==> config.mk <==
export PLATFORM = sky130hd
export DESIGN_NAME = indexed_insert_remove_list_top_flat
export DESIGN_NICKNAME = d
export VERILOG_FILES = /design/src/design/iirl_pkg.sv /design/src/design/iirl_req_if.sv /design/src/design/iirl_rsp_if.sv /design/src/design/iirl_ram.sv /design/src/design/indexed_insert_remove_list_top.sv /design/src/flat_wrapper.sv
export SDC_FILE = /design/constraint.sdc
export NUM_CORES = 1
export LEC_CHECK = 0
export BUFFER_PORTS_ARGS = -buffer_cell sky130_fd_sc_hd__buf_2
export CELL_PAD_IN_SITES_DETAIL_PLACEMENT = 1
export CELL_PAD_IN_SITES_GLOBAL_PLACEMENT = 1
export CORE_MARGIN = 4
export CORE_UTILIZATION = 38
export CTS_CLUSTER_DIAMETER = 40
export DETAILED_ROUTE_END_ITERATION = 10
export GPL_TIMING_DRIVEN = 0
export HOLD_SLACK_MARGIN = 0.05
export PLACE_DENSITY = 0.58
export SKIP_CTS_REPAIR_TIMING = 1
export SLEW_MARGIN = 40
export SYNTH_ARGS = -nofsm -noshare
export SYNTH_HDL_FRONTEND = slang
export SYNTH_SLANG_ARGS = --single-unit
==> constraint.sdc <==
create_clock -name clk -period 6.5 [get_ports clk]
set_input_delay 0.325 -clock clk [delete_from_list [all_inputs] [get_ports clk]]
set_output_delay 0.325 -clock clk [all_outputs]
set_load 0.02 [all_outputs]
==> src/design/iirl_pkg.sv <==
// ============================================================================
// iirl_pkg - shared definitions for the indexed insert/remove list
// Sizes, operation and status codes, and field types used by the interfaces,
// the top level and the bench.
// ============================================================================
package iirl_pkg;

    // List geometry
    localparam int DEPTH      = 16;
    localparam int WORD_WIDTH = 32;
    localparam int ADDR_W     = $clog2(DEPTH);
    localparam int CNT_W      = $clog2(DEPTH + 1);

    // Fixed transaction field widths
    localparam int MODE_W   = 3;
    localparam int POS_W    = 5;
    localparam int VALUE_W  = 32;
    localparam int COUNT_W  = 5;
    localparam int STATUS_W = 2;

    // Width used to compare a position against the entry count
    localparam int CMP_W = (POS_W > CNT_W) ? POS_W : CNT_W;

    typedef enum logic [MODE_W-1:0] {
        MODE_ADD_FRONT    = 3'd0,
        MODE_ADD_BACK     = 3'd1,
        MODE_INSERT_AT    = 3'd2,
        MODE_REMOVE_FRONT = 3'd3,
        MODE_REMOVE_BACK  = 3'd4,
        MODE_REMOVE_AT    = 3'd5,
        MODE_READ         = 3'd6,
        MODE_WRITE        = 3'd7
    } mode_t;

    typedef enum logic [STATUS_W-1:0] {
        ST_OK    = 2'd0,
        ST_EMPTY = 2'd1,
        ST_RANGE = 2'd2,
        ST_FULL  = 2'd3
    } status_t;

    typedef logic [WORD_WIDTH-1:0] word_t;
    typedef logic [ADDR_W-1:0]     addr_t;
    typedef logic [CNT_W-1:0]      cnt_t;
    typedef logic [POS_W-1:0]      pos_t;
    typedef logic [VALUE_W-1:0]    value_t;
    typedef logic [COUNT_W-1:0]    count_t;

endpackage

==> src/design/iirl_req_if.sv <==
// ============================================================================
// iirl_req_if - request channel of the indexed insert/remove list
// Valid/ready channel carrying one list operation per transaction.
// ============================================================================
interface iirl_req_if;
    import iirl_pkg::*;

    logic   valid;
    logic   ready;
    mode_t  mode;
    pos_t   position;
    value_t value;

    modport source (output valid, output mode, output position, output value,
                    input ready);
    modport sink   (input valid, input mode, input position, input value,
                    output ready);
endinterface

==> src/design/iirl_rsp_if.sv <==
// ============================================================================
// iirl_rsp_if - response channel of the indexed insert/remove list
// Valid/ready channel carrying one result per request transaction.
// ============================================================================
interface iirl_rsp_if;
    import iirl_pkg::*;

    logic    valid;
    logic    ready;
    value_t  read_value;
    count_t  count;
    status_t status;

    modport source (output valid, output read_value, output count, output status,
                    input ready);
    modport sink   (input valid, input read_value, input count, input status,
                    output ready);
endinterface

==> src/design/iirl_ram.sv <==
// ============================================================================
// iirl_ram - generic simple dual-port RAM
// One write port and one read port, read data registered.
// ============================================================================
module iirl_ram #(
    parameter int WIDTH = 32,
    parameter int DEPTH = 16
) (
    input  logic                     clk,
    input  logic                     we,
    input  logic [$clog2(DEPTH)-1:0] waddr,
    input  logic [WIDTH-1:0]         wdata,
    input  logic [$clog2(DEPTH)-1:0] raddr,
    output logic [WIDTH-1:0]         rdata
);

    logic [WIDTH-1:0] mem [DEPTH];

    always_ff @(posedge clk)
    begin
        if (we)
        begin
            mem[waddr] <= wdata;
        end
        rdata <= mem[raddr];
    end

endmodule

==> src/design/indexed_insert_remove_list_top.sv <==
// ============================================================================
// indexed_insert_remove_list_top - bounded ordered list of words
// Insert/remove at front, back or an index, read and overwrite an index.
// Entries live in a RAM; a small sequencer moves them one cell at a time.
// ============================================================================
//
//  channel | dir | handshake    | payload
//  --------+-----+--------------+----------------------------------
//  req     | in  | valid/ready  | mode, position, value
//  rsp     | out | valid/ready  | read_value, count, status
//
//  A failed op goes straight to the result step; an insert moves each entry
//  from position to the tail up one cell, then writes the new word; a remove
//  reads the word leaving, then moves each later entry down one cell. Each cell
//  move is one registered read then one write on the single RAM port pair.
//  Reset: asynchronous; clears the entry count and the sequencer, no RAM sweep.
//  Stalls: a new request is taken as soon as the sequencer is idle, even while
//  the previous result waits in the output register; rsp stall holds the next
//  result in its final step.
//
module indexed_insert_remove_list_top (
    input  logic clk,
    input  logic rst_n,
    iirl_req_if.sink   req,
    iirl_rsp_if.source rsp
);
    import iirl_pkg::*;

    typedef enum logic [3:0] {
        S_IDLE,
        S_UP_RD,
        S_UP_WR,
        S_RM_RD,
        S_RM_CAP,
        S_DN_RD,
        S_DN_WR,
        S_RD_RD,
        S_RD_CAP,
        S_WR_CELL,
        S_DONE
    } state_t;

    state_t  state_reg, state_next;
    addr_t   idx_reg, idx_next;
    addr_t   pos_reg, pos_next;
    word_t   word_reg, word_next;
    word_t   rv_reg, rv_next;
    status_t status_reg, status_next;
    cnt_t    cnt_reg, cnt_next;

    logic    out_valid_reg, out_valid_next;
    value_t  out_rv_reg, out_rv_next;
    count_t  out_cnt_reg, out_cnt_next;
    status_t out_status_reg, out_status_next;

    logic    ram_we;
    addr_t   ram_waddr;
    word_t   ram_wdata;
    addr_t   ram_raddr;
    word_t   ram_rdata;

    logic             full;
    logic             empty;
    logic [CMP_W-1:0] pos_ext;
    logic [CMP_W-1:0] cnt_ext;
    addr_t            target;
    logic             out_free;

    // Entry storage
    iirl_ram #(
        .WIDTH(WORD_WIDTH),
        .DEPTH(DEPTH)
    ) u_ram (
        .clk  (clk),
        .we   (ram_we),
        .waddr(ram_waddr),
        .wdata(ram_wdata),
        .raddr(ram_raddr),
        .rdata(ram_rdata)
    );

    // Request decode helpers
    assign full     = (cnt_reg >= CNT_W'(DEPTH));
    assign empty    = (cnt_reg == '0);
    assign pos_ext  = CMP_W'(req.position);
    assign cnt_ext  = CMP_W'(cnt_reg);
    assign out_free = !out_valid_reg || rsp.ready;

    assign req.ready = (state_reg == S_IDLE);

    // Sequencer next state, RAM control and result capture
    always_comb
    begin
        state_next      = state_reg;
        idx_next        = idx_reg;
        pos_next        = pos_reg;
        word_next       = word_reg;
        rv_next         = rv_reg;
        status_next     = status_reg;
        cnt_next        = cnt_reg;
        out_valid_next  = out_valid_reg && !rsp.ready;
        out_rv_next     = out_rv_reg;
        out_cnt_next    = out_cnt_reg;
        out_status_next = out_status_reg;
        ram_we          = 1'b0;
        ram_waddr       = idx_reg;
        ram_wdata       = ram_rdata;
        ram_raddr       = pos_reg;
        target          = '0;

        unique case (state_reg)
            S_IDLE:
            begin
                if (req.valid)
                begin
                    word_next   = word_t'(req.value);
                    rv_next     = '0;
                    status_next = ST_OK;
                    state_next  = S_DONE;
                    unique case (req.mode)
                        MODE_ADD_FRONT:
                        begin
                            target = '0;
                            if (full) status_next = ST_FULL;
                            else      state_next  = S_UP_RD;
                        end
                        MODE_ADD_BACK:
                        begin
                            target = ADDR_W'(cnt_reg);
                            if (full) status_next = ST_FULL;
                            else      state_next  = S_UP_RD;
                        end
                        MODE_INSERT_AT:
                        begin
                            target = ADDR_W'(req.position);
                            if (pos_ext > cnt_ext) status_next = ST_RANGE;
                            else if (full)         status_next = ST_FULL;
                            else                   state_next  = S_UP_RD;
                        end
                        MODE_REMOVE_FRONT:
                        begin
                            target = '0;
                            if (empty) status_next = ST_EMPTY;
                            else       state_next  = S_RM_RD;
                        end
                        MODE_REMOVE_BACK:
                        begin
                            target = ADDR_W'(cnt_reg - CNT_W'(1));
                            if (empty) status_next = ST_EMPTY;
                            else       state_next  = S_RM_RD;
                        end
                        MODE_REMOVE_AT:
                        begin
                            target = ADDR_W'(req.position);
                            if (empty)                  status_next = ST_EMPTY;
                            else if (pos_ext >= cnt_ext) status_next = ST_RANGE;
                            else                        state_next  = S_RM_RD;
                        end
                        MODE_READ:
                        begin
                            target = ADDR_W'(req.position);
                            if (empty)                  status_next = ST_EMPTY;
                            else if (pos_ext >= cnt_ext) status_next = ST_RANGE;
                            else                        state_next  = S_RD_RD;
                        end
                        MODE_WRITE:
                        begin
                            target = ADDR_W'(req.position);
                            if (empty)                  status_next = ST_EMPTY;
                            else if (pos_ext >= cnt_ext) status_next = ST_RANGE;
                            else                        state_next  = S_WR_CELL;
                        end
                        default:
                        begin
                            status_next = ST_OK;
                        end
                    endcase
                    pos_next = target;
                    // insert walks down from the current tail
                    idx_next = ADDR_W'(cnt_reg);
                end
            end

            // Shift up: move cell idx-1 into idx until the gap reaches pos
            S_UP_RD:
            begin
                if (idx_reg == pos_reg)
                begin
                    ram_we     = 1'b1;
                    ram_waddr  = pos_reg;
                    ram_wdata  = word_reg;
                    cnt_next   = cnt_reg + CNT_W'(1);
                    state_next = S_DONE;
                end
                else
                begin
                    ram_raddr  = idx_reg - ADDR_W'(1);
                    state_next = S_UP_WR;
                end
            end
            S_UP_WR:
            begin
                ram_we     = 1'b1;
                ram_waddr  = idx_reg;
                idx_next   = idx_reg - ADDR_W'(1);
                state_next = S_UP_RD;
            end

            // Remove: fetch the word leaving, then close the gap
            S_RM_RD:
            begin
                ram_raddr  = pos_reg;
                state_next = S_RM_CAP;
            end
            S_RM_CAP:
            begin
                rv_next    = ram_rdata;
                idx_next   = pos_reg;
                state_next = S_DN_RD;
            end
            S_DN_RD:
            begin
                if (CNT_W'(idx_reg) + CNT_W'(1) == cnt_reg)
                begin
                    cnt_next   = cnt_reg - CNT_W'(1);
                    state_next = S_DONE;
                end
                else
                begin
                    ram_raddr  = idx_reg + ADDR_W'(1);
                    state_next = S_DN_WR;
                end
            end
            S_DN_WR:
            begin
                ram_we     = 1'b1;
                ram_waddr  = idx_reg;
                idx_next   = idx_reg + ADDR_W'(1);
                state_next = S_DN_RD;
            end

            // Read one cell
            S_RD_RD:
            begin
                ram_raddr  = pos_reg;
                state_next = S_RD_CAP;
            end
            S_RD_CAP:
            begin
                rv_next    = ram_rdata;
                state_next = S_DONE;
            end

            // Overwrite one cell
            S_WR_CELL:
            begin
                ram_we     = 1'b1;
                ram_waddr  = pos_reg;
                ram_wdata  = word_reg;
                state_next = S_DONE;
            end

            // Hand the result to the output register once it is free
            S_DONE:
            begin
                if (out_free)
                begin
                    out_valid_next  = 1'b1;
                    out_rv_next     = VALUE_W'(rv_reg);
                    out_cnt_next    = COUNT_W'(cnt_reg);
                    out_status_next = status_reg;
                    state_next      = S_IDLE;
                end
            end

            default:
            begin
                state_next = S_IDLE;
            end
        endcase
    end

    // State and registered outputs
    always_ff @(posedge clk or negedge rst_n)
    begin
        if (!rst_n)
        begin
            state_reg      <= S_IDLE;
            cnt_reg        <= '0;
            out_valid_reg  <= 1'b0;
            idx_reg        <= '0;
            pos_reg        <= '0;
            word_reg       <= '0;
            rv_reg         <= '0;
            status_reg     <= ST_OK;
            out_rv_reg     <= '0;
            out_cnt_reg    <= '0;
            out_status_reg <= ST_OK;
        end
        else
        begin
            state_reg      <= state_next;
            cnt_reg        <= cnt_next;
            out_valid_reg  <= out_valid_next;
            idx_reg        <= idx_next;
            pos_reg        <= pos_next;
            word_reg       <= word_next;
            rv_reg         <= rv_next;
            status_reg     <= status_next;
            out_rv_reg     <= out_rv_next;
            out_cnt_reg    <= out_cnt_next;
            out_status_reg <= out_status_next;
        end
    end

    assign rsp.valid      = out_valid_reg;
    assign rsp.read_value = out_rv_reg;
    assign rsp.count      = out_cnt_reg;
    assign rsp.status     = out_status_reg;

    // Checks on the sequencer
    a_cnt_bound: assert property (@(posedge clk) disable iff (!rst_n)
        cnt_reg <= CNT_W'(DEPTH))
        else $error("entry count above depth");

    a_cnt_change: assert property (@(posedge clk) disable iff (!rst_n)
        (cnt_reg != $past(cnt_reg)) |->
            ($past(state_reg) == S_UP_RD || $past(state_reg) == S_DN_RD))
        else $error("entry count changed outside a final shift step");

    a_write_in_list: assert property (@(posedge clk) disable iff (!rst_n)
        ram_we |-> (CNT_W'(ram_waddr) <= cnt_reg))
        else $error("RAM write beyond the list tail");

    a_fail_zero: assert property (@(posedge clk) disable iff (!rst_n)
        (out_valid_reg && out_status_reg != ST_OK) |-> (out_rv_reg == '0))
        else $error("failed operation returned nonzero data");

endmodule

==> src/flat_wrapper.sv <==
// flat-port wrapper written by rule: the top's interface ports become plain ports
module indexed_insert_remove_list_top_flat import iirl_pkg::*;
  (clk, rst_n, req_valid, req_mode, req_position, req_value, req_ready, rsp_valid, rsp_read_value, rsp_count, rsp_status, rsp_ready);
  iirl_req_if req_i ();
  iirl_rsp_if rsp_i ();
  input  logic clk;
  input  logic rst_n;
  input wire logic [$bits(req_i.valid)-1:0] req_valid;
  input wire logic [$bits(req_i.mode)-1:0] req_mode;
  input wire logic [$bits(req_i.position)-1:0] req_position;
  input wire logic [$bits(req_i.value)-1:0] req_value;
  output wire logic [$bits(req_i.ready)-1:0] req_ready;
  output wire logic [$bits(rsp_i.valid)-1:0] rsp_valid;
  output wire logic [$bits(rsp_i.read_value)-1:0] rsp_read_value;
  output wire logic [$bits(rsp_i.count)-1:0] rsp_count;
  output wire logic [$bits(rsp_i.status)-1:0] rsp_status;
  input wire logic [$bits(rsp_i.ready)-1:0] rsp_ready;
  assign req_i.valid = req_valid;
  assign req_i.mode = req_mode;
  assign req_i.position = req_position;
  assign req_i.value = req_value;
  assign req_ready = req_i.ready;
  assign rsp_valid = rsp_i.valid;
  assign rsp_read_value = rsp_i.read_value;
  assign rsp_count = rsp_i.count;
  assign rsp_status = rsp_i.status;
  assign rsp_i.ready = rsp_ready;
  indexed_insert_remove_list_top u_core (.clk(clk), .rst_n(rst_n), .req(req_i), .rsp(rsp_i));
endmodule
==> results of run 1 <==
## kinds of logic (layout without fill, tap and decap cells)
logic type,Yosys count,after routing,share of synthesized area (%)
multiplexers,361,361,14.2
AND/OR/NAND/NOR,162,162,3.43
AO/OA/AOI/OAI,253,253,6.56
flip-flops,667,667,72.5
XOR/XNOR,20,20,0.665
adder cells (fa/ha/maj),11,11,0.513
buffers and inverters,108,474,2.13
## layer usage
metal	part of all wire, %	track usage [%]	vias up
li1	-	-	6836
met1	43	26.4	7851
met2	49	33.0	375
met3	6.0	3.55	99
met4	2.2	5.90	2
met5	0.014	0	-
## final cells by class
type / instances / share of cell area, %
Clock inverter: 69 / 2.38
Inverter: 15 / 0.171
Clock buffer: 129 / 8.76
Tap cell: 931 / 3.53
Multi-Input combinational cell: 807 / 20.7
Sequential cell: 667 / 57.8
Buffer: 93 / 1.57
Timing Repair Buffer: 168 / 5.05
## per-stage QoR
stage / TNS (ns) / setup WS [ns] / power, mW / utilization, %
after floorplan: 0 / 2.03 / 10.4 / -
after global placement: -159.58 / -1.62 / 12.5 / 40.7
after detailed placement: 0 / 1.84 / 12.8 / 42.3
after CTS: 0 / 1.83 / 18.6 / 47.6
after global routing: 0 / 1.60 / 19.3 / 48.1
final: 0 / 1.79 / 18.4 / 48.1
## cell usage after synthesis (12+ instances only)
| cell type | count | area share (%) |
|---|---|---|
| o21ai_0 | 26 | 0.49 |
| a22o_1 | 33 | 1.1 |
| buf_4 | 20 | 0.57 |
| mux2_2 | 99 | 4.2 |
| inv_1 | 14 | 0.20 |
| nand2_1 | 28 | 0.40 |
| nor2_1 | 37 | 0.53 |
| buf_2 | 35 | 0.67 |
| mux2i_1 | 262 | 10 |
| o22ai_1 | 130 | 3.1 |
| clkbuf_1 | 30 | 0.43 |
| nor3_1 | 18 | 0.34 |
| a21oi_1 | 21 | 0.40 |
| dfrtp_1 | 123 | 12 |
| dfxtp_1 | 32 | 2.4 |
| nand3_1 | 12 | 0.23 |
| edfxtp_1 | 512 | 58 |
| or4_1 | 32 | 0.91 |
## power by group through the flow
| stage | Combinational, mW | Clock [mW] | Sequential, mW |
|---|---|---|---|
| floorplan | 3.95 | 0 | 6.43 |
| global placement | 6.07 | 0 | 6.39 |
| detailed placement | 6.44 | 0 | 6.38 |
| CTS | 6.48 | 5.82 | 6.31 |
| global route | 6.90 | 6.04 | 6.38 |
| finish | 6.41 | 5.71 | 6.31 |
## how the worst max path moves through the flow
stage | end | from | slack, ns
2_1_floorplan | u_core.u_ram.mem[11][0]$_DFFE_PP_ | u_core.idx_reg[3]$_DFFE_PN0P_ | 2.03
3_3_place_gp | u_core.u_ram.mem[11][15]$_DFFE_PP_ | u_core.pos_reg[3]$_DFFE_PN0P_ | -1.62
3_5_place_dp | u_core.u_ram.rdata[22]$_DFF_P_ | u_core.idx_reg[0]$_DFFE_PN0P_ | 1.84
4_1_cts | u_core.u_ram.rdata[22]$_DFF_P_ | u_core.idx_reg[0]$_DFFE_PN0P_ | 1.83
5_1_grt | u_core.u_ram.rdata[22]$_DFF_P_ | u_core.idx_reg[0]$_DFFE_PN0P_ | 1.60
6_report | u_core.u_ram.rdata[22]$_DFF_P_ | u_core.idx_reg[0]$_DFFE_PN0P_ | 1.79
## placed cells by master, fill, tap and decap left out, drive strengths merged, types with 10 or more instances in the layout
| master | instances |
|---|---|
| nor3 | 18 |
| a22o | 33 |
| clkbuf | 159 |
| xnor2 | 11 |
| ha | 10 |
| mux2 | 99 |
| clkinv | 35 |
| dfxtp | 32 |
| nor2 | 37 |
| o22ai | 130 |
| dfrtp | 123 |
| bufinv | 11 |
| a21oi | 21 |
| nand3 | 18 |
| o21ai | 26 |
| edfxtp | 512 |
| nand2 | 28 |
| mux2i | 262 |
| dlygate4sd3 | 33 |
| buf | 198 |
| inv | 30 |
| or4 | 32 |
## worst min-delay path: cells and delay by family
family	cells	cell delay, ns
AND/OR/NAND/NOR	1	0.13
AO/OA/AOI/OAI	1	0.10
buffers and inverters	1	0.07
==> run_results.csv, run 1 <==
group,metric,value,unit
synthesis,synth_nets,1636,
placement,place_inst,2648,
global_route,grt_max_degree,66,
power,leakagePower,13.0,nW
critical_path,crit_family,"buffers and inverters",
finish,multi_input_area,6830,µm²
synthesis,yosys_warnings,0,
worst_hold_path,hp-start,"rsp_ready",
worst_hold_path,hold_path.class,"in2reg",
drt,dr.pass1.iters,5,
clock_tree,numCtsBuffers,104,
floorplanning,rows,96,
synthesis,yosys.cell_types.count,63,
global_route,grt_overflow,0,
worst_hold_path,whs_endpoint,"u_core.rsp.valid$_DFF_PN0_",
clock_tree,clk_pin_slew,0.05,ns
global_route,antenna_found_initial,2,
critical_path,rr_worst_depth,13,
sta,period_share,72.4,%
placement,gp_congestion,0.791,
clock_tree,clockBufferDepth,3,
critical_path,crit_type,"reg2reg",
clock_tree,cts_sinks,667,
critical_path,timing.rr.end,"u_core.u_ram.rdata[22]$_DFF_P_",
drt,routedWlPerCell,25.4,µm
power,powerDensity,558,nW/µm²
sta,max_clock_freq,0.213,GHz
power,p_seq_share,34.2,%
power,comb_power_share,34.8,%
sta,grt_setup_unrepaired,"false",
critical_path,required,6.98,ns
synthesis,async_flop_share,18.4,%
critical_path,r2r_setup_slack,1.79,ns
drt,drtIter0Drc,994,
sta,worst_pin_slew,0.855,ns
sta,min_period,4.71,ns
finish,drive_gt1_share,27.1,%
power,p_sw,6.47,mW
critical_path,cp_num_cells,13,
clock_tree,clk_latency,0.64,ns
drt,drt-total-wl,73100,µm
floorplanning,die_area,73600,µm²
synthesis,yosysSeqAreaShare,72.5,%
critical_path,slowest_stage,"or4_1",
floorplanning,core,68600,µm²
drt,via_per_inst,5.27,
power,ir_worst_vdd,226,µV
finish,largest_register,"u_core.u_ram.mem",
critical_path,critPathMaxStageDelay,0.62,ns
finish,fin_cells,2879,
clock_tree,cts_max_level,3,
sta,fin_skew,0.0179,ns
power,switching_share,35.1,%
critical_path,path_common_cell,"buf_2",
finish,regArea,19100,µm²
finish,syn_to_final_growth,25.4,%
finish,diodes,0,
drt,via_count,15200,
sta,finalHoldViolations,0,
critical_path,cp-end-kind,"flip-flop",
finish,nets,1910,
floorplanning,io_pins,85,
worst_hold_path,hold_path_depth,3,
status,status,"finished clean",
synthesis,synthFlopType,"edfxtp_1",
placement,portBuffers,83,
critical_path,crit_fanout,10,
floorplanning,start_util,38.4,%
global_route,track_usage,19.7,%
clock_tree,cts_root_buffer,"clkbuf_16",
sta,maxSlewHeadroom,43.0,%
clock_tree,cts_tree,"done",
critical_path,cp_num_buf_inv,4,
floorplanning,die_y,271,µm
sta,finalSetupViolCount,0,
synthesis,synth_area_per_cell,16.6,µm²
finish,fin_area,33000,µm²
finish,largest_register_ffs,512,
sta,drv_slew,0,
floorplanning,die_w,271,µm
critical_path,reg2reg_from,"u_core.idx_reg[0]$_DFFE_PN0P_",
synthesis,synth_seq_cells,667,
drt,ant_nets,0,
finish,fillers,6511,
placement,placed_cell_area,29000,µm²
sta,hold_slack,0.0415,ns
placement,dpl.hpwl,48400,µm
critical_path,cp-start-kind,"flip-flop",
synthesis,synthCells,1582,
synthesis,synth_area,26300,µm²
global_route,grt_pass1_vias,16300,
critical_path,path_cells,"buf_2 > inv_1 > ha_1 > xnor2_1 > nand2_1 > a211oi_4 > mux2i_1 > a221oi_2 > buf_2 > buf_2 > mux2i_1 > o22ai_1 > or4_1",
power,p_int,12.0,mW
drt,drc,0,
critical_path,crit_arrival,5.19,ns
synthesis,synth_edf_count,512,
job,maxCapViolCount,0,
global_route,grt_first_pass_wirelength,108000,µm
power,clkPwrFrac,31.0,%
Power figures use the tool's default switching activity.
==> run 2: changes to the inputs <==
==> constraint.sdc (replaced) <==
create_clock -name clk -period 4.66 [get_ports clk]
set_input_delay 0.233 -clock clk [delete_from_list [all_inputs] [get_ports clk]]
set_output_delay 0.233 -clock clk [all_outputs]
set_load 0.02 [all_outputs]
==> run 2 against run 1 <==
  * Sequential cell count unchanged
  * Clock-buffer cell count unchanged
  * Combinational power up 40%
  * Register-to-register slack got worse by 1.5 ns
  * Final cell count rose by 0.17%
  * First-iteration DRC count fell by 3.4%
==> run_results.csv, run 2 (synthesized netlist as in run 1, its figures left out) <==
group,metric,value,unit
floorplanning,die_y,271,µm
clock_tree,numCtsBuffers,104,
critical_path,crit_arrival,4.89,ns
critical_path,rr_worst_depth,13,
sta,finalHoldViolations,0,
finish,syn_to_final_growth,25.7,%
drt,dr.pass1.iters,5,
power,ir_worst_vdd,316,µV
floorplanning,die_w,271,µm
placement,dpl.hpwl,48400,µm
drt,routedWlPerCell,25.4,µm
critical_path,slowest_stage,"or4_1",
finish,final_cell_mix,"edfxtp_1, mux2i_1, o22ai_1",
critical_path,cp-start-kind,"flip-flop",
finish,final_common_cell,"edfxtp_1",
critical_path,cp-end-kind,"flip-flop",
finish,drive_gt1_share,27.0,%
sta,max_clock_freq,0.227,GHz
critical_path,crit_type,"reg2reg",
drt,drtIter0Drc,960,
worst_hold_path,hold_path.class,"in2async",
critical_path,reg2reg_from,"u_core.idx_reg[0]$_DFFE_PN0P_",
global_route,grt_overflow,0,
sta,fin_skew,0.0194,ns
sta,maxSlewHeadroom,42.3,%
sta,finalSetupViolCount,0,
power,powerDensity,778,nW/µm²
drt,via_per_inst,5.29,
critical_path,required,5.14,ns
finish,nets,1915,
critical_path,path_cells,"buf_2 > inv_1 > ha_1 > xnor2_1 > nand2_1 > a211oi_4 > mux2i_1 > a221oi_4 > buf_2 > clkbuf_4 > mux2i_1 > o22ai_1 > or4_1",
critical_path,r2r_setup_slack,0.25,ns
floorplanning,io_pins,85,
floorplanning,core,68600,µm²
floorplanning,rows,96,
sta,period_share,94.6,%
job,maxCapViolCount,0,
drt,ant_nets,0,
finish,final_core_util,48.2,%
clock_tree,cts_root_buffer,"clkbuf_16",
placement,gp_congestion,0.791,
critical_path,crit_path_end,"u_core.u_ram.rdata[22]$_DFF_P_",
finish,diodes,0,
power,power,25.8,mW
global_route,track_usage,19.7,%
clock_tree,cts_sinks,667,
clock_tree,clk_pin_slew,0.06,ns
drt,drc,0,
sta,worst_pin_slew,0.865,ns
power,leakagePower,13.1,nW
status,status,"finished clean",
finish,largest_register_ffs,512,
clock_tree,clk_latency,0.65,ns
placement,dpl_worst_slack,0.00207,ns
global_route,grt_first_pass_wirelength,108000,µm
sta,min_period,4.41,ns
finish,largest_register,"u_core.u_ram.mem",
critical_path,critPathMaxStageDelay,0.62,ns
drt,via_count,15300,
global_route,grt_pass1_vias,16300,
global_route,antenna_found_initial,2,
clock_tree,cts_tree,"done",
finish,fillers,6504,
placement,portBuffers,83,
floorplanning,start_util,38.4,%
critical_path,crit_fanout,10,
drt,drt-total-wl,73200,µm
global_route,grt_max_degree,66,
clock_tree,clockBufferDepth,3,
sta,drv_slew,0,
critical_path,timing.rr.end,"u_core.u_ram.rdata[22]$_DFF_P_",
clock_tree,cts_max_level,3,
sta,layout_setup_ws,0.251,ns
critical_path,cp-startpoint,"u_core.idx_reg[0]$_DFFE_PN0P_",
floorplanning,die_area,73600,µm²
[run 2: layout make-up]
cell class                      count  area (µm²)  share of cell area, %
Sequential cell                   667       19100                   57.7
Timing Repair Buffer              173        1720                   5.19
Clock buffer                      129        2890                   8.74
Clock inverter                     69         786                   2.37
Multi-Input combinational cell    807        6840                   20.7
Buffer                             93         538                   1.63
Inverter                           15        56.3                  0.170
Tap cell                          931        1160                   3.52
[run 2: per-stage QoR]
| step | TNS, ns | instances | hold slack, ns | instance area (µm²) |
|---|---|---|---|---|
| 2_1_floorplan | 0 | 1582 | -0.0626 | 26300 |
| 3_3_place_gp | -1097.55 | 2596 | 0.457 | 27900 |
| 3_5_place_dp | 0 | 2648 | 0.199 | 29000 |
| 4_1_cts | -0.0147 | 2846 | -0.487 | 32700 |
| 5_1_grt | -0.000958 | 2884 | 0.126 | 33100 |
| 6_report | 0 | 2884 | 0.107 | 33100 |
[run 2: worst min-delay path by stage]
stage	from	endpoint	slack (ns)	cells past startpoint
floorplan	rst_n	u_core.cnt_ext[0]$_DFFE_PN0P_	-0.06	0
global placement	u_core.u_ram.rdata[29]$_DFF_P_	u_core.rv_reg[29]$_DFFE_PN0P_	0.46	1
detailed placement	rst_n	u_core.rsp.count[0]$_DFFE_PN0P_	0.20	1
CTS	rst_n	u_core.idx_reg[2]$_DFFE_PN0P_	-0.49	1
global route	req_valid	u_core.state_reg[2]$_DFFE_PN0P_	0.13	3
finish	rst_n	u_core.rsp.count[2]$_DFFE_PN0P_	0.11	2
[run 2: metal layers]
layer	global-route usage (%)	part of all wire, %
met5	0	0.023
met4	5.90	2.2
met3	3.55	5.0
met2	33.0	49
met1	26.4	44
[run 2: critical path, delay by kind of cell (launching register included)]
| family | cells | cell delay, ns |
|---|---|---|
| and+or+nand+nor | 2 | 0.75 |
| DFF | 1 | 0.34 |
| muxes | 2 | 0.51 |
| AOI/OAI and AO/OA | 3 | 0.95 |
| xor gates and xnor gates | 1 | 0.21 |
| adders and majority gates | 1 | 0.43 |
| buffers and inverters | 4 | 1.06 |
[run 2: report_power, final]
group | switching, mW | internal (mW)
logic | 5.72 | 3.27
clock network | 2.90 | 5.07
registers | 0.438 | 8.36
